File: src/hdl/salru_pkg.sv
// shared types and codes for the set-associative lru cache with victim buffer
package salru_pkg;

  // width of the outcome code and of the running miss count
  localparam int unsigned OUTCOME_W = 2;
  localparam int unsigned MISS_W    = 32;
  localparam int unsigned ADDR_IN_W = 32;

  typedef logic [OUTCOME_W-1:0] outcome_t;

  localparam outcome_t OUT_HIT    = 2'd0;
  localparam outcome_t OUT_VICTIM = 2'd1;
  localparam outcome_t OUT_MISS   = 2'd2;

  typedef enum logic [1:0] {
    ST_CLEAR,
    ST_IDLE,
    ST_LOOK
  } ctrl_state_t;

endpackage

File: src/hdl/salru_ram.sv
// generic single-write, single-read memory with registered read data
module salru_ram #(
  parameter int unsigned WIDTH = 8,
  parameter int unsigned DEPTH = 4
) (
  input  logic                                        clk,
  input  logic                                        we,
  input  logic [((DEPTH > 1) ? $clog2(DEPTH) : 1)-1:0] waddr,
  input  logic [WIDTH-1:0]                            wdata,
  input  logic                                        re,
  input  logic [((DEPTH > 1) ? $clog2(DEPTH) : 1)-1:0] raddr,
  output logic [WIDTH-1:0]                            rdata
);

  logic [WIDTH-1:0] mem [DEPTH];
  logic [WIDTH-1:0] rdata_r;

  always_ff @(posedge clk) begin
    if (we) begin
      mem[waddr] <= wdata;
    end
    if (re) begin
      rdata_r <= mem[raddr];
    end
  end

  assign rdata = rdata_r;

endmodule

File: src/hdl/set_assoc_lru_cache_with_victim_buffer.sv
// top level: set-associative lru cache model with a small fully associative victim buffer
//
//  channel  | ports                                          | direction
//  ---------+------------------------------------------------+----------
//  input    | in_valid, in_stall, in_address                 | address in
//  result   | out_valid, out_stall, out_outcome,             | result out
//           | out_set_index, out_miss_total                  |
//
// in each transaction the set row is read from the row memory in the accept cycle, then
// tags are compared, the row is written back and the result registered
// a result waiting in the output register does not block the next address; that address
// is looked up and completes as soon as the output register frees
// after reset a clearing pass writes every set row once, with in_stall high
// victim buffer in flip-flops; valid bits, ages and miss counter cleared by reset
module set_assoc_lru_cache_with_victim_buffer
  import salru_pkg::*;
#(
  parameter int unsigned ADDR_BITS      = 32,
  parameter int unsigned LINE_BYTES     = 64,
  parameter int unsigned WAYS           = 2,
  parameter int unsigned SET_COUNT      = 4,
  parameter int unsigned VICTIM_ENTRIES = 2
) (
  input  logic                                             clk,
  input  logic                                             rst_n,
  input  logic                                             in_valid,
  output logic                                             in_stall,
  input  logic [ADDR_IN_W-1:0]                             in_address,
  output logic                                             out_valid,
  input  logic                                             out_stall,
  output logic [OUTCOME_W-1:0]                             out_outcome,
  output logic [((SET_COUNT > 1) ? $clog2(SET_COUNT) : 1)-1:0] out_set_index,
  output logic [MISS_W-1:0]                                out_miss_total
);

  // address split; line size and set count are powers of two
  localparam int unsigned OFF_W    = $clog2(LINE_BYTES);
  localparam int unsigned LOG_SETS = $clog2(SET_COUNT);
  localparam int unsigned SET_W    = (LOG_SETS > 0) ? LOG_SETS : 1;
  localparam int unsigned KEY_W    = ADDR_BITS - OFF_W;
  localparam int unsigned TAG_W    = (KEY_W > LOG_SETS) ? (KEY_W - LOG_SETS) : 1;
  localparam int unsigned RANK_W   = (WAYS > 1) ? $clog2(WAYS) : 1;
  localparam int unsigned CNT_W    = $clog2(WAYS + 1);
  localparam int unsigned VI_W     = (VICTIM_ENTRIES > 1) ? $clog2(VICTIM_ENTRIES) : 1;
  localparam int unsigned ROW_W    = WAYS * (1 + RANK_W + TAG_W);
  localparam int unsigned KT_W     = KEY_W + TAG_W + SET_W;

  localparam logic [KEY_W-1:0]  SET_MASK = KEY_W'(SET_COUNT - 1);
  localparam logic [SET_W-1:0]  LAST_SET = SET_W'(SET_COUNT - 1);
  localparam logic [VI_W-1:0]   OLDEST   = VI_W'(VICTIM_ENTRIES - 1);
  localparam logic [CNT_W-1:0]  FULL_CNT = CNT_W'(WAYS);

  // one way of a set row: valid, recency rank (0 = least recent) and tag
  typedef struct packed {
    logic              valid;
    logic [RANK_W-1:0] rank;
    logic [TAG_W-1:0]  tag;
  } way_t;

  // control
  ctrl_state_t state_r, state_nxt;
  logic [SET_W-1:0] clr_idx_r, clr_idx_nxt;
  logic             accept;
  logic             go;

  // input address split
  logic [ADDR_BITS+ADDR_IN_W-1:0] addr_wide;
  logic [ADDR_BITS-1:0]           addr_cut;
  logic [KEY_W-1:0]               key_in;
  logic [SET_W-1:0]               set_in;

  // item under lookup
  logic [KEY_W-1:0] key_r, key_nxt;
  logic [SET_W-1:0] cur_set;
  logic [TAG_W-1:0] cur_tag;

  // row memory
  logic                 ram_we;
  logic [SET_W-1:0]     ram_waddr;
  logic [ROW_W-1:0]     ram_wdata;
  logic [ROW_W-1:0]     ram_rdata;
  way_t [WAYS-1:0]      row_rd;
  way_t [WAYS-1:0]      row_upd;
  way_t [WAYS-1:0]      row_rst;

  // set lookup
  logic [WAYS-1:0]   hit_w;
  logic              hit_any;
  logic [RANK_W-1:0] hit_way;
  logic [RANK_W-1:0] hit_rank;
  logic [CNT_W-1:0]  fill_n;
  logic              full;
  logic              inv_found;
  logic [RANK_W-1:0] inv_way;
  logic              lru_found;
  logic [RANK_W-1:0] lru_way;
  logic [TAG_W-1:0]  lru_tag;
  logic [RANK_W-1:0] tgt_way;
  logic [RANK_W-1:0] thr_rank;
  logic              touch;

  // victim buffer
  logic [KEY_W-1:0] vk_r   [VICTIM_ENTRIES];
  logic [KEY_W-1:0] vk_nxt [VICTIM_ENTRIES];
  logic [VICTIM_ENTRIES-1:0] vv_r, vv_nxt;
  logic [VI_W-1:0]  va_r   [VICTIM_ENTRIES];
  logic [VI_W-1:0]  va_nxt [VICTIM_ENTRIES];
  logic [VICTIM_ENTRIES-1:0] vhit_e;
  logic             vhit_any;
  logic [VI_W-1:0]  vhit_idx;
  logic [VI_W-1:0]  vhit_age;
  logic             vfree_found;
  logic [VI_W-1:0]  vfree_idx;
  logic             vold_found;
  logic [VI_W-1:0]  vold_idx;
  logic [VI_W-1:0]  push_slot;
  logic [KEY_W-1:0] push_key;
  logic             evict;
  logic [VICTIM_ENTRIES-1:0] young;

  // miss counter and result register
  logic [MISS_W-1:0]    miss_cnt_r, miss_cnt_nxt;
  logic                 out_valid_r, out_valid_nxt;
  logic [OUTCOME_W-1:0] out_outcome_r, out_outcome_nxt;
  logic [SET_W-1:0]     out_set_r, out_set_nxt;
  logic [MISS_W-1:0]    out_miss_r, out_miss_nxt;

  // address truncated to ADDR_BITS, then split into block key and set
  assign addr_wide = {{ADDR_BITS{1'b0}}, in_address};
  assign addr_cut  = addr_wide[ADDR_BITS-1:0];
  assign key_in    = KEY_W'(addr_cut >> OFF_W);
  assign set_in    = SET_W'(key_in & SET_MASK);

  assign cur_set = SET_W'(key_r & SET_MASK);
  assign cur_tag = TAG_W'(key_r >> LOG_SETS);

  assign accept = in_valid && !in_stall;
  assign go     = (state_r == ST_LOOK) && (!out_valid_r || !out_stall);

  // control state machine
  always_ff @(posedge clk) begin
    if (!rst_n) begin
      state_r   <= ST_CLEAR;
      clr_idx_r <= '0;
    end else begin
      state_r   <= state_nxt;
      clr_idx_r <= clr_idx_nxt;
    end
  end

  always_comb begin
    state_nxt   = state_r;
    clr_idx_nxt = clr_idx_r;
    in_stall    = 1'b1;
    unique case (state_r)
      ST_CLEAR: begin
        // one row per cycle until the last set is written
        clr_idx_nxt = clr_idx_r + 1'b1;
        if (clr_idx_r == LAST_SET) begin
          state_nxt = ST_IDLE;
        end
      end
      ST_IDLE: begin
        in_stall = 1'b0;
        if (in_valid) begin
          state_nxt = ST_LOOK;
        end
      end
      ST_LOOK: begin
        if (go) begin
          state_nxt = ST_IDLE;
        end
      end
      default: begin
        state_nxt = ST_CLEAR;
      end
    endcase
  end

  // key of the accepted address
  always_ff @(posedge clk) begin
    key_r <= key_nxt;
  end
  assign key_nxt = accept ? key_in : key_r;

  // row memory: read at accept, written back on completion or by the clearing pass
  salru_ram #(
    .WIDTH (ROW_W),
    .DEPTH (SET_COUNT)
  ) u_row_ram (
    .clk   (clk),
    .we    (ram_we),
    .waddr (ram_waddr),
    .wdata (ram_wdata),
    .re    (accept),
    .raddr (set_in),
    .rdata (ram_rdata)
  );

  assign row_rd = ram_rdata;

  // reset row: all ways invalid, ranks in way order
  always_comb begin
    for (int w = 0; w < WAYS; w++) begin
      row_rst[w].valid = 1'b0;
      row_rst[w].rank  = RANK_W'(w);
      row_rst[w].tag   = '0;
    end
  end

  assign ram_we    = (state_r == ST_CLEAR) || go;
  assign ram_waddr = (state_r == ST_CLEAR) ? clr_idx_r : cur_set;
  assign ram_wdata = (state_r == ST_CLEAR) ? row_rst : row_upd;

  // set search: tag hit, fill level, first free way and lru way
  always_comb begin
    hit_any   = 1'b0;
    hit_way   = '0;
    hit_rank  = '0;
    fill_n    = '0;
    inv_found = 1'b0;
    inv_way   = '0;
    lru_found = 1'b0;
    lru_way   = '0;
    lru_tag   = '0;
    for (int w = 0; w < WAYS; w++) begin
      hit_w[w] = row_rd[w].valid && (row_rd[w].tag == cur_tag);
      if (hit_w[w] && !hit_any) begin
        hit_any  = 1'b1;
        hit_way  = RANK_W'(w);
        hit_rank = row_rd[w].rank;
      end
      if (row_rd[w].valid) begin
        fill_n = fill_n + 1'b1;
      end
      if (!row_rd[w].valid && !inv_found) begin
        inv_found = 1'b1;
        inv_way   = RANK_W'(w);
      end
      if ((row_rd[w].rank == '0) && !lru_found) begin
        lru_found = 1'b1;
        lru_way   = RANK_W'(w);
        lru_tag   = row_rd[w].tag;
      end
    end
  end

  assign full = (fill_n == FULL_CNT);

  // hit: promote the hit way; miss or victim hit: fill a free way, or replace the lru way
  always_comb begin
    touch    = hit_any || full;
    tgt_way  = hit_any ? hit_way : (full ? lru_way : inv_way);
    thr_rank = hit_any ? hit_rank : '0;
    for (int w = 0; w < WAYS; w++) begin
      row_upd[w] = row_rd[w];
      if (touch && row_rd[w].valid && (row_rd[w].rank > thr_rank)) begin
        row_upd[w].rank = row_rd[w].rank - 1'b1;
      end
      if (RANK_W'(w) == tgt_way) begin
        row_upd[w].rank = touch ? RANK_W'(fill_n - 1'b1) : RANK_W'(fill_n);
        if (!hit_any) begin
          row_upd[w].valid = 1'b1;
          row_upd[w].tag   = cur_tag;
        end
      end
    end
  end

  // victim buffer search, free slot and oldest slot
  always_comb begin
    vhit_any    = 1'b0;
    vhit_idx    = '0;
    vhit_age    = '0;
    vfree_found = 1'b0;
    vfree_idx   = '0;
    vold_found  = 1'b0;
    vold_idx    = '0;
    for (int e = 0; e < VICTIM_ENTRIES; e++) begin
      vhit_e[e] = vv_r[e] && (vk_r[e] == key_r);
      young[e]  = vv_r[e] && (va_r[e] == '0);
      if (vhit_e[e] && !vhit_any) begin
        vhit_any = 1'b1;
        vhit_idx = VI_W'(e);
        vhit_age = va_r[e];
      end
      if (!vv_r[e] && !vfree_found) begin
        vfree_found = 1'b1;
        vfree_idx   = VI_W'(e);
      end
      if ((va_r[e] == OLDEST) && !vold_found) begin
        vold_found = 1'b1;
        vold_idx   = VI_W'(e);
      end
    end
  end

  // a miss on a full set pushes the lru block, keyed by its tag and this set
  assign evict     = !hit_any && !vhit_any && full;
  assign push_slot = vfree_found ? vfree_idx : vold_idx;
  assign push_key  = KEY_W'((KT_W'(lru_tag) << LOG_SETS) | KT_W'(cur_set));

  always_comb begin
    vv_nxt = vv_r;
    for (int e = 0; e < VICTIM_ENTRIES; e++) begin
      vk_nxt[e] = vk_r[e];
      va_nxt[e] = va_r[e];
      if (go && !hit_any && vhit_any) begin
        // remove the hit entry, the ages of older entries close the gap
        if (VI_W'(e) == vhit_idx) begin
          vv_nxt[e] = 1'b0;
        end else if (vv_r[e] && (va_r[e] > vhit_age)) begin
          va_nxt[e] = va_r[e] - 1'b1;
        end
      end else if (go && evict) begin
        // newest entry at age zero, the rest age by one
        if (VI_W'(e) == push_slot) begin
          vk_nxt[e] = push_key;
          vv_nxt[e] = 1'b1;
          va_nxt[e] = '0;
        end else if (vv_r[e]) begin
          va_nxt[e] = va_r[e] + 1'b1;
        end
      end
    end
  end

  always_ff @(posedge clk) begin
    if (!rst_n) begin
      vv_r <= '0;
      for (int e = 0; e < VICTIM_ENTRIES; e++) begin
        va_r[e] <= '0;
      end
    end else begin
      vv_r <= vv_nxt;
      for (int e = 0; e < VICTIM_ENTRIES; e++) begin
        va_r[e] <= va_nxt[e];
      end
    end
  end

  // keys are only looked at behind their valid bit
  always_ff @(posedge clk) begin
    for (int e = 0; e < VICTIM_ENTRIES; e++) begin
      vk_r[e] <= vk_nxt[e];
    end
  end

  // miss counter and result register
  always_comb begin
    miss_cnt_nxt    = miss_cnt_r;
    out_valid_nxt   = out_valid_r;
    out_outcome_nxt = out_outcome_r;
    out_set_nxt     = out_set_r;
    out_miss_nxt    = out_miss_r;
    if (go) begin
      out_valid_nxt = 1'b1;
      out_set_nxt   = cur_set;
      priority if (hit_any) begin
        out_outcome_nxt = OUT_HIT;
        out_miss_nxt    = miss_cnt_r;
      end else if (vhit_any) begin
        out_outcome_nxt = OUT_VICTIM;
        out_miss_nxt    = miss_cnt_r;
      end else begin
        out_outcome_nxt = OUT_MISS;
        miss_cnt_nxt    = miss_cnt_r + 1'b1;
        out_miss_nxt    = miss_cnt_r + 1'b1;
      end
    end else if (out_valid_r && !out_stall) begin
      out_valid_nxt = 1'b0;
    end
  end

  always_ff @(posedge clk) begin
    if (!rst_n) begin
      miss_cnt_r  <= '0;
      out_valid_r <= 1'b0;
    end else begin
      miss_cnt_r  <= miss_cnt_nxt;
      out_valid_r <= out_valid_nxt;
    end
  end

  always_ff @(posedge clk) begin
    out_outcome_r <= out_outcome_nxt;
    out_set_r     <= out_set_nxt;
    out_miss_r    <= out_miss_nxt;
  end

  assign out_valid      = out_valid_r;
  assign out_outcome    = out_outcome_r;
  assign out_set_index  = out_set_r;
  assign out_miss_total = out_miss_r;

  // a new result only ever comes out of a completed lookup
  a_result_from_lookup: assert property (@(posedge clk) disable iff (!rst_n)
    $rose(out_valid_r) |-> $past(state_r == ST_LOOK))
    else $error("result appeared without a lookup");

  // the miss count moves only together with a miss result
  a_miss_count_moves_on_miss: assert property (@(posedge clk) disable iff (!rst_n)
    ($past(rst_n) && (miss_cnt_r != $past(miss_cnt_r)))
      |-> (out_valid_r && (out_outcome_r == OUT_MISS) && (out_miss_r == miss_cnt_r)))
    else $error("miss count changed without a miss result");

  // a block lives in at most one place: one way of its set or the victim buffer
  a_block_unique: assert property (@(posedge clk) disable iff (!rst_n)
    (state_r == ST_LOOK) |-> ($onehot0(hit_w) && $onehot0(vhit_e) && !(hit_any && vhit_any)))
    else $error("block found in more than one place");

  // at most one valid victim entry is the newest
  a_single_newest_victim: assert property (@(posedge clk) disable iff (!rst_n)
    $onehot0(young))
    else $error("victim ages not distinct");

endmodule
File: config.mk
export PLATFORM = sky130hd
export DESIGN_NAME = set_assoc_lru_cache_with_victim_buffer
export DESIGN_NICKNAME = d
export VERILOG_FILES = /design/src/hdl/salru_pkg.sv /design/src/hdl/salru_ram.sv /design/src/hdl/set_assoc_lru_cache_with_victim_buffer.sv
export SDC_FILE = /design/constraint.sdc
export NUM_CORES = 1
export LEC_CHECK = 0
export BUFFER_PORTS_ARGS = -buffer_cell sky130_fd_sc_hd__buf_2
export CORE_ASPECT_RATIO = 1.2
export CORE_MARGIN = 2
export CORE_UTILIZATION = 32
export CTS_CLUSTER_SIZE = 25
export DETAILED_ROUTE_END_ITERATION = 7
export GPL_TIMING_DRIVEN = 0
export PLACE_DENSITY = 0.55
export SLEW_MARGIN = 20
export SYNTH_ARGS = -nofsm -noshare
export SYNTH_HDL_FRONTEND = slang
export SYNTH_HIERARCHICAL = 1
export SYNTH_SLANG_ARGS = --single-unit
File: constraint.sdc
create_clock -name clk -period 13.91 [get_ports clk]
set_clock_uncertainty 0.05 [all_clocks]
set_input_delay 2.782 -clock clk [delete_from_list [all_inputs] [get_ports clk]]
set_output_delay 2.782 -clock clk [all_outputs]
set_load 0.1 [all_outputs]
==> flow_metrics.env, run 1 <==
export IMPL_status="finished clean"
export IMPL_globalRouteOverflowTotal=0
export IMPL_maximum_number_of_pins_on_one_net_before_global_route_repair=46
export IMPL_drt_vias_per_instance=5.010
export IMPL_final_nets=1358
export IMPL_global_route_wire_length_before_repair_um=66700
export IMPL_place_congestion=0.9026
export IMPL_die_width_um=220.6
export IMPL_initial_utilization_pct=32.25
export IMPL_cap_viol_max_count=0
export IMPL_post_place_cells=2000
export IMPL_multi_input_comb_area_mm2=0.005498
export IMPL_postRouteAntennaNets=0
export IMPL_first_global_vias=10710
export IMPL_core_area_mm2=0.05587
export IMPL_area_growth_pct=16.16
export IMPL_rows=95
export IMPL_setup_viol=0
export IMPL_totalWireLength_um=44470
export IMPL_detailroute_via_count=10410
export IMPL_area_sequential_mm2=0.01205
export IMPL_final_cycle_utilization_of_the_critical_path_pct=37.52
export IMPL_final_layout_size_suffix_gt1_share_pct=18.00
export IMPL_cts_hold_buf=0
export IMPL_cts_buffers_inserted=43
export IMPL_rsz0062_at_grt="no"
export IMPL_antenna_found_initial=0
export IMPL_postSynthAreaPerCell_um2=15.14
export IMPL_clock_sink_count=415
export IMPL_post_cts_repair_setup_buffers=0
export IMPL_clock_tree_root_cell="sky130_fd_sc_hd__clkbuf_16"
export IMPL_yosys_warnings=6
export IMPL_detail_route_wl_per_cell_um=21.41
export IMPL_synth_area_mm2=0.01801
export IMPL_clk_path_buf_depth=3
export IMPL_critical_path_max_fanout=10
export IMPL_ranking_of_synthesized_cells_by_area="sky130_fd_sc_hd__edfxtp_1, sky130_fd_sc_hd__mux4_2, sky130_fd_sc_hd__dfxtp_1, sky130_fd_sc_hd__xor2_1, sky130_fd_sc_hd__mux2i_1"
export IMPL_detail_route_drc_violations=0
export IMPL_dieHeight_um=263.9
export IMPL_peakVddDrop_mv=0.09155
export IMPL_die_area_mm2=0.05822
export IMPL_placement_io_buffers=67
export IMPL_max_slew_margin_rel_pct=33.55
export IMPL_max_freq_mhz=191.6
export IMPL_postSynth_asyncResetShare_pct=0
export IMPL_finalNonFillerCells=2077
export IMPL_final_min_clock_period_ns=5.219
export IMPL_ys_seq_elements=415
export IMPL_cts_resized=0
export IMPL_drt_pass1_iter_count=5
export IMPL_worst_setup_path_type="in2reg"
export IMPL_r2r_setup_slack_ns=10.05
export IMPL_antennaDiodeCount=0
export IMPL_cp_data_required_time_ns=14.14
export IMPL_sequential_cell_area_fraction_in_the_yosys_report_pct=66.90
export IMPL_synthesis_instances=1190
export IMPL_first_iter_violations=656
export IMPL_report_final_hold_viol_count=0
export IMPL_final_core_util_pct=37.46
export IMPL_hpwl_um=31210
export IMPL_hold_class="reg2reg"
export IMPL_synth_edf_count=374
export IMPL_synth_top_flop_cell="sky130_fd_sc_hd__edfxtp_1"
export IMPL_cp_arrival_ns=5.45
export IMPL_tritoncts="built"
export IMPL_path_clk_slew_ns=0.06
export IMPL_synth_area_leader_cell="sky130_fd_sc_hd__edfxtp_1"
export IMPL_yosysUniqueCellTypes=56
export IMPL_critPathCaptureType="register"
export IMPL_leakage_power_uw=0.007075
export IMPL_drv_slew=0
export IMPL_worst_slew_pin_tran_ns=0.9930
export IMPL_htree_levels=2
export IMPL_track_usage_pct=15.40
export IMPL_yosys_area_top_type_share_pct=62.34
export IMPL_filler_cell_count=5303
export IMPL_pin_count=74
export IMPL_cp_start_kind="input pin"
export IMPL_post_synth_net_total=1230
export IMPL_setup_total_negative_slack_ns=0
export IMPL_timing_hold_ws_ns=0.4286
export IMPL_insertion_delay_ns=0.57
export IMPL_p_per_area_mw_per_mm2=171.3
==> kinds of logic after synthesis <==
logic type | after synthesis | synth area share (%)
AO/OA/AOI/OAI | 94 | 3.813
XOR/XNOR | 132 | 6.418
adder cells (fa/ha/maj) | 4 | 0.2778
buffers and inverters | 99 | 2.750
flip-flops | 415 | 66.90
multiplexers | 115 | 10.05
AND/OR/NAND/NOR | 331 | 9.793
==> registers in the layout (all words and copies together) (netlist names) <==
| register | cells |
|---|---|
| out_outcome | 2 |
| clr_idx_r | 2 |
| out_set_index | 2 |
| u_row_ram/rdata | 52 |
| state_r | 2 |
| vv_r | 2 |
| vk_r | 52 |
| out_miss_total | 32 |
| u_row_ram/mem | 208 |
| key_r | 26 |
| miss_cnt_r | 32 |
| va_r | 2 |
| out_valid | 1 |
==> report_power, final <==
group | internal, uW | leakage [uW] | switching, uW | total, uW
Sequential | 1730 | 0.00388 | 75.7 | 1810
Combinational | 218 | 0.00252 | 395 | 614
Clock | 690 | 0.000681 | 472 | 1160
Total | 2640 | 0.00708 | 943 | 3590
==> synth_stat cells (3+ instances only) <==
library cell                  n
sky130_fd_sc_hd__a21oi_1     26
sky130_fd_sc_hd__and3_1       7
sky130_fd_sc_hd__and3b_1      4
sky130_fd_sc_hd__buf_1        3
sky130_fd_sc_hd__buf_12       5
sky130_fd_sc_hd__buf_2       16
sky130_fd_sc_hd__buf_6        3
sky130_fd_sc_hd__clkbuf_1    55
sky130_fd_sc_hd__dfxtp_1     41
sky130_fd_sc_hd__edfxtp_1   374
sky130_fd_sc_hd__ha_1         4
sky130_fd_sc_hd__inv_1       17
sky130_fd_sc_hd__mux2i_1     62
sky130_fd_sc_hd__mux4_2      50
sky130_fd_sc_hd__nand2_1     76
sky130_fd_sc_hd__nand2b_1    21
sky130_fd_sc_hd__nand3_1     20
sky130_fd_sc_hd__nand4_1     29
sky130_fd_sc_hd__nor2_1      66
sky130_fd_sc_hd__nor2b_1      3
sky130_fd_sc_hd__nor3_1      28
sky130_fd_sc_hd__nor3_2       4
sky130_fd_sc_hd__nor3b_1      3
sky130_fd_sc_hd__nor4_1      29
sky130_fd_sc_hd__o21ai_0      9
sky130_fd_sc_hd__o2bb2ai_1   24
sky130_fd_sc_hd__o311ai_0     6
sky130_fd_sc_hd__o31ai_1     13
sky130_fd_sc_hd__o41ai_1      4
sky130_fd_sc_hd__or2_2        4
sky130_fd_sc_hd__or3_1        8
sky130_fd_sc_hd__or4_1       15
sky130_fd_sc_hd__xnor2_1     55
sky130_fd_sc_hd__xor2_1      77
==> cells in the final DEF, fill, tap and decap left out, types with 5 or more instances in the layout <==
master	netlist	final
sky130_fd_sc_hd__buf_4	0	5
sky130_fd_sc_hd__nand2_1	76	76
sky130_fd_sc_hd__bufinv_16	0	5
sky130_fd_sc_hd__clkinv_1	0	5
sky130_fd_sc_hd__o2bb2ai_1	24	24
sky130_fd_sc_hd__mux4_2	50	50
sky130_fd_sc_hd__nand2b_1	21	21
sky130_fd_sc_hd__edfxtp_1	374	374
sky130_fd_sc_hd__xnor2_1	55	55
sky130_fd_sc_hd__o21ai_0	9	9
sky130_fd_sc_hd__clkinv_2	0	5
sky130_fd_sc_hd__nor2_1	66	65
sky130_fd_sc_hd__buf_6	3	8
sky130_fd_sc_hd__buf_2	16	83
sky130_fd_sc_hd__or4_1	15	15
sky130_fd_sc_hd__nor3_2	4	5
sky130_fd_sc_hd__a21oi_1	26	26
sky130_fd_sc_hd__or3_1	8	8
sky130_fd_sc_hd__o311ai_0	6	6
sky130_fd_sc_hd__clkbuf_16	0	45
sky130_fd_sc_hd__nand4_1	29	29
sky130_fd_sc_hd__inv_1	17	16
sky130_fd_sc_hd__mux2i_1	62	62
sky130_fd_sc_hd__and3_1	7	6
sky130_fd_sc_hd__nand3_1	20	20
sky130_fd_sc_hd__o31ai_1	13	13
sky130_fd_sc_hd__nor3_1	28	27
sky130_fd_sc_hd__dfxtp_1	41	41
sky130_fd_sc_hd__buf_12	5	9
sky130_fd_sc_hd__xor2_1	77	77
sky130_fd_sc_hd__nor4_1	29	29
sky130_fd_sc_hd__clkbuf_1	55	68
==> critical path, cell delays in order <==
cell	delay, ns
sky130_fd_sc_hd__buf_2	0.11
sky130_fd_sc_hd__nand2_1	0.08
sky130_fd_sc_hd__nand2_1	0.13
sky130_fd_sc_hd__clkbuf_1	0.31
sky130_fd_sc_hd__buf_1	0.35
sky130_fd_sc_hd__nand2_1	0.21
sky130_fd_sc_hd__nor3b_2	0.45
sky130_fd_sc_hd__buf_4	0.30
sky130_fd_sc_hd__buf_6	0.17
sky130_fd_sc_hd__buf_4	0.20
sky130_fd_sc_hd__buf_6	0.18
sky130_fd_sc_hd__buf_6	0.15
==> metal layers <==
metal / track usage (%) / wire [um] / vias to the layer above
met1: 18.39 / 17920 / 5274
li1: - / - / 4802
met4: 6.198 / 1553 / 0
met2: 27.82 / 23440 / 246
met3: 1.923 / 1559 / 83
met5: 0 / 0 / -
==> worst paths after layout <==
kind                       from                   end  depth (start not counted)
setup reg to reg      key_r[22]  u_row_ram/mem[2][18]                         10
hold / removal    miss_cnt_r[8]         miss_cnt_r[8]                          2
hold reg to reg   miss_cnt_r[8]         miss_cnt_r[8]                          2
setup / recovery      out_stall   u_row_ram/mem[0][3]                         12
==> area by class of cell <==
| class | count | area share [%] |
|---|---|---|
| buffer | 82 | 2.081 |
| sequential | 415 | 57.59 |
| multi-input combinational | 676 | 26.27 |
| clock inverter | 17 | 1.005 |
| clock buffer | 60 | 5.698 |
| timing repair buffer | 83 | 2.697 |
| tap | 727 | 4.347 |
| inverter | 17 | 0.3050 |
==> stage by stage <==
| stage | area, um2 | worst slack (ns) | total power, uW |
|---|---|---|---|
| 4_1_cts | 20930 | 8.722 | 3632 |
| 3_3_place_gp | 19260 | 2.082 | 2413 |
| 5_1_grt | 20930 | 8.504 | 3726 |
| 3_5_place_dp | 19520 | 8.127 | 2463 |
| 6_report | 20930 | 8.691 | 3585 |
| 2_1_floorplan | 18010 | 6.056 | 2198 |
Power figures use the tool's default switching activity.
==> run 2: changes to the inputs <==
ABC_AREA = 1   (was default)
PLACE_DENSITY = 0.56   (was 0.55)
clock period = 4.7 ns   (was 13.91 ns; I/O delays follow)
==> flow_metrics.env, run 2 <==
export IMPL_synth_top_flop_cell="sky130_fd_sc_hd__edfxtp_1"
export IMPL_timing_hold_worst_path_depth=2
export IMPL_cp_start_kind="register"
export IMPL_globalRouteOverflowTotal=0
export IMPL_ys_seq_elements=415
export IMPL_drt_pass1_iter_count=5
export IMPL_clock_tree_root_cell="sky130_fd_sc_hd__clkbuf_16"
export IMPL_synth_area_mm2=0.02079
export IMPL_synth_area_leader_cell="sky130_fd_sc_hd__edfxtp_1"
export IMPL_rows=102
export IMPL_worst_path_largest_cell_delay_ns=0.67
export IMPL_rsz0062_at_grt="no"
export IMPL_sequentialPowerShare_pct=46.4
export IMPL_final_cycle_utilization_of_the_critical_path_pct=82.27
export IMPL_crit_path_leading_delay_family="buffers and inverters"
export IMPL_dieHeight_um=283.2
export IMPL_setup_viol=0
export IMPL_clock_sink_count=415
export IMPL_synth_edf_count=374
export IMPL_yosys_warnings=6
export IMPL_yosys_area_top_type_share_pct=54.01
export IMPL_cts_resized=0
export IMPL_critPathCaptureType="register"
export IMPL_placement_io_buffers=67
export IMPL_postSynthAreaPerCell_um2=8.600
export IMPL_first_global_vias=15860
export IMPL_timing_final_ws_setup_ns=0.8334
export IMPL_die_width_um=236.7
export IMPL_worst_hold_startpoint="clr_idx_r[0]"
export IMPL_combinationalPowerShare_pct=25.1
export IMPL_global_route_wire_length_before_repair_um=95830
export IMPL_tritoncts="built"
export IMPL_report_final_hold_viol_count=0
export IMPL_timing_hold_worst_endpoint="clr_idx_r[0]"
export IMPL_max_freq_mhz=258.6
export IMPL_timing_critical_path_cells="nor2_1, inv_1, clkbuf_1, clkbuf_1, nand2_1, nand2_1, inv_1, nor3_2, buf_4, buf_4, buf_4"
export IMPL_cp_arrival_ns=4.11
export IMPL_drt_vias_per_instance=4.786
export IMPL_postRouteAntennaNets=0
export IMPL_insertion_delay_ns=0.59
export IMPL_filler_cell_count=6442
export IMPL_pin_count=74
export IMPL_die_area_mm2=0.06704
export IMPL_synthMostInstantiatedCell="sky130_fd_sc_hd__nand2_1"
export IMPL_leakage_power_uw=0.01069
export IMPL_r2r_end="u_row_ram/mem[2][14]"
export IMPL_status="finished clean"
export IMPL_critPathMostFrequentCell="sky130_fd_sc_hd__buf_4"
export IMPL_initial_utilization_pct=32.26
export IMPL_critical_path_buf_inv_count=7
export IMPL_critical_path_max_fanout=10
export IMPL_clk_path_buf_depth=3
export IMPL_critical_path_slowest_cell="sky130_fd_sc_hd__nor3_2"
export IMPL_detailroute_via_count=16450
export IMPL_cp_data_required_time_ns=4.94
export IMPL_power_switching_share_pct=32.79
export IMPL_final_core_util_pct=37.28
export IMPL_worst_slew_pin_tran_ns=0.8484
export IMPL_power_net_switching_uw=4015
export IMPL_sequential_cell_area_fraction_in_the_yosys_report_pct=57.96
export IMPL_final_nets=2609
export IMPL_max_flop_register="u_row_ram/mem"
export IMPL_detail_route_wl_per_cell_um=18.55
export IMPL_first_iter_violations=1481
export IMPL_cell_internal_pwr_uw=8230
export IMPL_drv_slew=0
export IMPL_final_min_clock_period_ns=3.867
export IMPL_hpwl_um=48300
export IMPL_maximum_number_of_pins_on_one_net_before_global_route_repair=33
export IMPL_cts_buffers_inserted=46
export IMPL_synth_cells_most_frequent="sky130_fd_sc_hd__nand2_1, sky130_fd_sc_hd__inv_1, sky130_fd_sc_hd__edfxtp_1, sky130_fd_sc_hd__nand3_1, sky130_fd_sc_hd__nor2_1"
export IMPL_postSynth_asyncResetShare_pct=0
export IMPL_final_layout_size_suffix_gt1_share_pct=10.21
export IMPL_detail_route_drc_violations=0
export IMPL_reg2reg_depth=11
export IMPL_place_congestion=0.9352
export IMPL_worst_setup_path_type="reg2reg"
export IMPL_rr_startpoint="state_r[0]"
export IMPL_core_area_mm2=0.06445
export IMPL_p_per_area_mw_per_mm2=509.6
export IMPL_layout_cells_most_common="sky130_fd_sc_hd__nand2_1"
export IMPL_antenna_found_initial=0
export IMPL_peakVddDrop_mv=0.2739
export IMPL_totalWireLength_um=63760
export IMPL_yosysUniqueCellTypes=36
export IMPL_ranking_of_synthesized_cells_by_area="sky130_fd_sc_hd__edfxtp_1, sky130_fd_sc_hd__nand2_1, sky130_fd_sc_hd__inv_1, sky130_fd_sc_hd__nand3_1, sky130_fd_sc_hd__dfxtp_1"
export IMPL_antennaDiodeCount=0
export IMPL_post_synth_net_total=2458
export IMPL_post_cts_repair_setup_buffers=0
export IMPL_r2r_setup_slack_ns=0.83
export IMPL_area_growth_pct=15.55
export IMPL_path_clk_slew_ns=0.06
export IMPL_cts_hold_buf=0
export IMPL_flip_flop_count_of_the_largest_register_all_copies_and_words_added=208
export IMPL_track_usage_pct=18.89
export IMPL_synthesis_instances=2418
export IMPL_power_clock_fraction_pct=28.5
export IMPL_place_worst_setup_slack_ns=0.2116
export IMPL_cap_viol_max_count=0
export IMPL_max_slew_margin_rel_pct=42.92
export IMPL_htree_levels=2
export IMPL_layout_common_cells="sky130_fd_sc_hd__nand2_1, sky130_fd_sc_hd__inv_1, sky130_fd_sc_hd__edfxtp_1"
export IMPL_hold_class="reg2reg"
run 2: per-layer routing:
layer	GRT usage [%]	up-vias	wire, um	share of wire [%]
met5	0	-	0	0
met4	6.709	0	2086	3.3
met3	2.767	104	3705	5.8
met2	33.27	540	31740	50
met1	23.46	7795	26230	41
li1	-	8015	-	-
run 2: how the worst max path moves through the flow:
stage | to | slack (ns) | from | depth (start not counted)
floorplan | u_row_ram/mem[1][0] | -1.28 | out_stall | 8
global placement | u_row_ram/mem[2][40] | -5.95 | out_stall | 9
detailed placement | u_row_ram/mem[2][11] | 0.21 | out_stall | 12
CTS | u_row_ram/mem[2][14] | 0.82 | out_stall | 12
global route | u_row_ram/mem[2][13] | 0.60 | state_r[0] | 11
finish | u_row_ram/mem[2][14] | 0.83 | state_r[0] | 11
run 2: stage by stage:
step	std cells	area (um2)	setup TNS, ns	hold slack [ns]	power (uW)
2_1_floorplan	2418	20800	-266.53	0.4131	7579
3_3_place_gp	3317	22170	-1254.59	0.4268	7954
3_5_place_dp	3353	22590	0	0.4373	8840
4_1_cts	3438	24030	0	0.4434	12350
5_1_grt	3438	24030	0	0.4500	12890
6_report	3438	24030	0	0.4489	12240
run 2: worst reg2reg max path: cells and delay by family (launching register included):
family                 cells  cell delay [ns]
and+or+nand+nor            4             1.09
DFF                        1             0.37
buffers and inverters      7             2.06
run 2: kinds of logic (layout without fill, tap and decap cells):
| logic type | count (synthesis) | count (layout) | synth area share (%) |
|---|---|---|---|
| buf+inv | 519 | 707 | 10.24 |
| fa+ha+maj | 4 | 4 | 0.2407 |
| flops | 415 | 415 | 57.96 |
| simple gates | 1247 | 1247 | 24.71 |
| xor+xnor | 58 | 58 | 2.479 |
| compound gates | 175 | 175 | 4.381 |
run 2: area by class of cell:
cell class	count	area (um2)	share of cell area (%)
clock buffers	62	1231	5.124
clock inverters	23	209.0	0.8697
multi-input cells	1484	6648	27.67
well taps	832	1041	4.333
repair buffers	103	716.9	2.984
plain buffers	90	516.7	2.151
inverters	429	1613	6.713
flip-flops and latches	415	12050	50.16
run 2: power groups by stage:
stage	Combinational, uW	Sequential [uW]	Clock [uW]
2_1_floorplan	1690	5880	0
3_3_place_gp	2350	5600	0
3_5_place_dp	3080	5760	0
4_1_cts	3090	5680	3570
5_1_grt	3410	5760	3730
6_report	3070	5680	3490
==> run 3: changes to the inputs <==
clock period = 3.22 ns   (was 4.7 ns; I/O delays follow)
==> flow_metrics.env, run 3 (synthesized netlist as in run 2, its figures left out) <==
export IMPL_power_switching_share_pct=32.26
export IMPL_max_slew_margin_rel_pct=41.46
export IMPL_insertion_delay_ns=0.59
export IMPL_place_congestion=0.9458
export IMPL_clock_sink_count=415
export IMPL_critical_path_max_fanout=12
export IMPL_status="finished clean"
export IMPL_cp_start_kind="register"
export IMPL_core_area_mm2=0.06445
export IMPL_final_min_clock_period_ns=3.012
export IMPL_leakage_power_uw=0.01080
export IMPL_globalRouteOverflowTotal=0
export IMPL_timing_critical_path_cells="nor2_2, inv_1, clkbuf_2, a21oi_4, inv_1, nor3_4, buf_16, buf_8, buf_6"
export IMPL_p_per_area_mw_per_mm2=767.8
export IMPL_htree_levels=2
export IMPL_critical_path_slowest_cell="sky130_fd_sc_hd__inv_1"
export IMPL_drt_vias_per_instance=4.772
export IMPL_worst_setup_path_type="reg2reg"
export IMPL_track_usage_pct=19.00
export IMPL_critPathMostFrequentCell="sky130_fd_sc_hd__inv_1"
export IMPL_report_final_hold_viol_count=0
export IMPL_finalNonFillerCells=3435
export IMPL_crit_path_leading_delay_family="buffers and inverters"
export IMPL_final_nets=2605
export IMPL_dieHeight_um=283.2
export IMPL_cell_internal_pwr_uw=12670
export IMPL_max_freq_mhz=332.0
export IMPL_reg2reg_depth=9
export IMPL_setup_total_negative_slack_ns=0
export IMPL_post_place_cells=3341
export IMPL_hold_class="in2reg"
export IMPL_detail_route_drc_violations=0
export IMPL_cts_buffers_inserted=47
export IMPL_cp_arrival_ns=3.25
export IMPL_timing_hold_worst_path_depth=1
export IMPL_rsz0062_at_grt="no"
export IMPL_initial_utilization_pct=32.26
export IMPL_combinationalPowerShare_pct=25.5
export IMPL_instance_count_on_the_critical_path=9
export IMPL_final_layout_size_suffix_gt1_share_pct=10.80
export IMPL_cap_viol_max_count=0
export IMPL_critPathCaptureType="register"
export IMPL_die_area_mm2=0.06704
export IMPL_setup_viol=0
export IMPL_peakVddDrop_mv=0.4143
export IMPL_power_clock_fraction_pct=30.2
export IMPL_area_growth_pct=17.14
export IMPL_hpwl_um=47780
export IMPL_global_route_wire_length_before_repair_um=96340
export IMPL_flip_flop_count_of_the_largest_register_all_copies_and_words_added=208
export IMPL_drv_slew=0
export IMPL_first_iter_violations=1417
export IMPL_detailroute_via_count=16390
export IMPL_worst_path_largest_cell_delay_ns=0.37
export IMPL_maximum_number_of_pins_on_one_net_before_global_route_repair=33
export IMPL_pin_count=74
export IMPL_totalWireLength_um=64000
export IMPL_first_global_vias=16160
export IMPL_clk_path_buf_depth=3
export IMPL_die_width_um=236.7
export IMPL_cp_data_required_time_ns=3.46
export IMPL_layout_common_cells="sky130_fd_sc_hd__nand2_1, sky130_fd_sc_hd__inv_1, sky130_fd_sc_hd__edfxtp_1"
export IMPL_detail_route_wl_per_cell_um=18.63
export IMPL_critical_path_buf_inv_count=6
export IMPL_antennaDiodeCount=0
export IMPL_postRouteAntennaNets=0
export IMPL_final_cycle_utilization_of_the_critical_path_pct=93.55
export IMPL_tritoncts="built"
export IMPL_cts_hold_buf=0
export IMPL_max_flop_register="u_row_ram/mem"
export IMPL_power_net_switching_uw=6033
export IMPL_antenna_found_initial=0
export IMPL_path_clk_slew_ns=0.06
export IMPL_r2r_setup_slack_ns=0.21
export IMPL_sequentialPowerShare_pct=44.3
export IMPL_rows=102
export IMPL_placement_io_buffers=67
export IMPL_clock_tree_root_cell="sky130_fd_sc_hd__clkbuf_16"
export IMPL_worst_slew_pin_tran_ns=0.8700
export IMPL_drt_pass1_iter_count=5
export IMPL_layout_cells_most_common="sky130_fd_sc_hd__nand2_1"
-- run 3: cell count changes in the layout (fill, tap and decap cells not counted), sizes merged --
cell      before  now
clkinv        15   18
bufinv         3    8
buf          166  162
clkinvlp       2    5
clkbuf        89   79
-- run 3: final cells by class --
type                       count  area [um2]
timing repair buffer          99       813.3
inverter                     429        1615
fill                        6446       40090
clock inverter                34       405.4
sequential                   415       12050
multi-input combinational   1484        6694
clock buffer                  53        1220
buffer                        89       515.5
tap                          832        1041
-- run 3: metrics by stage --
| stage | area (um2) | hold slack (ns) | setup slack, ns | power [uW] | utilization, % |
|---|---|---|---|---|---|
| final | 24360 | 0.1777 | 0.2076 | 18700 | 37.79 |
| after global routing | 24360 | 0.1486 | 0.03133 | 19650 | 37.79 |
| after CTS | 24320 | 0.1407 | 0.001431 | 18780 | 37.73 |
| after detailed placement | 22670 | 0.4447 | -0.7341 | 13090 | 35.17 |
| after global placement | 22240 | 0.4242 | -2.008 | 12450 | 34.51 |
| after floorplan | 20870 | 0.4131 | 0.01021 | 11070 | - |
-- run 3: power by group through the flow --
stage                     Combinational, uW  Clock, uW  Sequential [uW]
after floorplan                        2580          0             8490
after CTS                              4730       5760             8300
after global routing                   5280       5960             8410
after detailed placement               4680          0             8400
final                                  4760       5650             8290
after global placement                 3980          0             8460
-- run 3: timing repair --
item                       CTS  global route
resized for setup            1             4
setup endpoints to repair  179            89
buffers inserted             3             5
pin swaps                    4             0
-- run 3: worst paths after layout --
check / from / to
worst min register to register: clr_idx_r[0] / clr_idx_r[0]
worst max-delay path: state_r[0] / u_row_ram/mem[3][0]
worst max register to register: state_r[0] / u_row_ram/mem[3][0]
worst min-delay path: in_address[27] / key_r[21]
-- run 3: routing by layer --
| layer | vias to the layer above | track usage [%] | share of wire [%] |
|---|---|---|---|
| met5 | - | 0 | 0 |
| met4 | 0 | 8.006 | 4.2 |
| met3 | 125 | 2.884 | 5.7 |
| met2 | 564 | 33.21 | 49 |
| met1 | 7693 | 23.27 | 41 |
| li1 | 8010 | - | - |
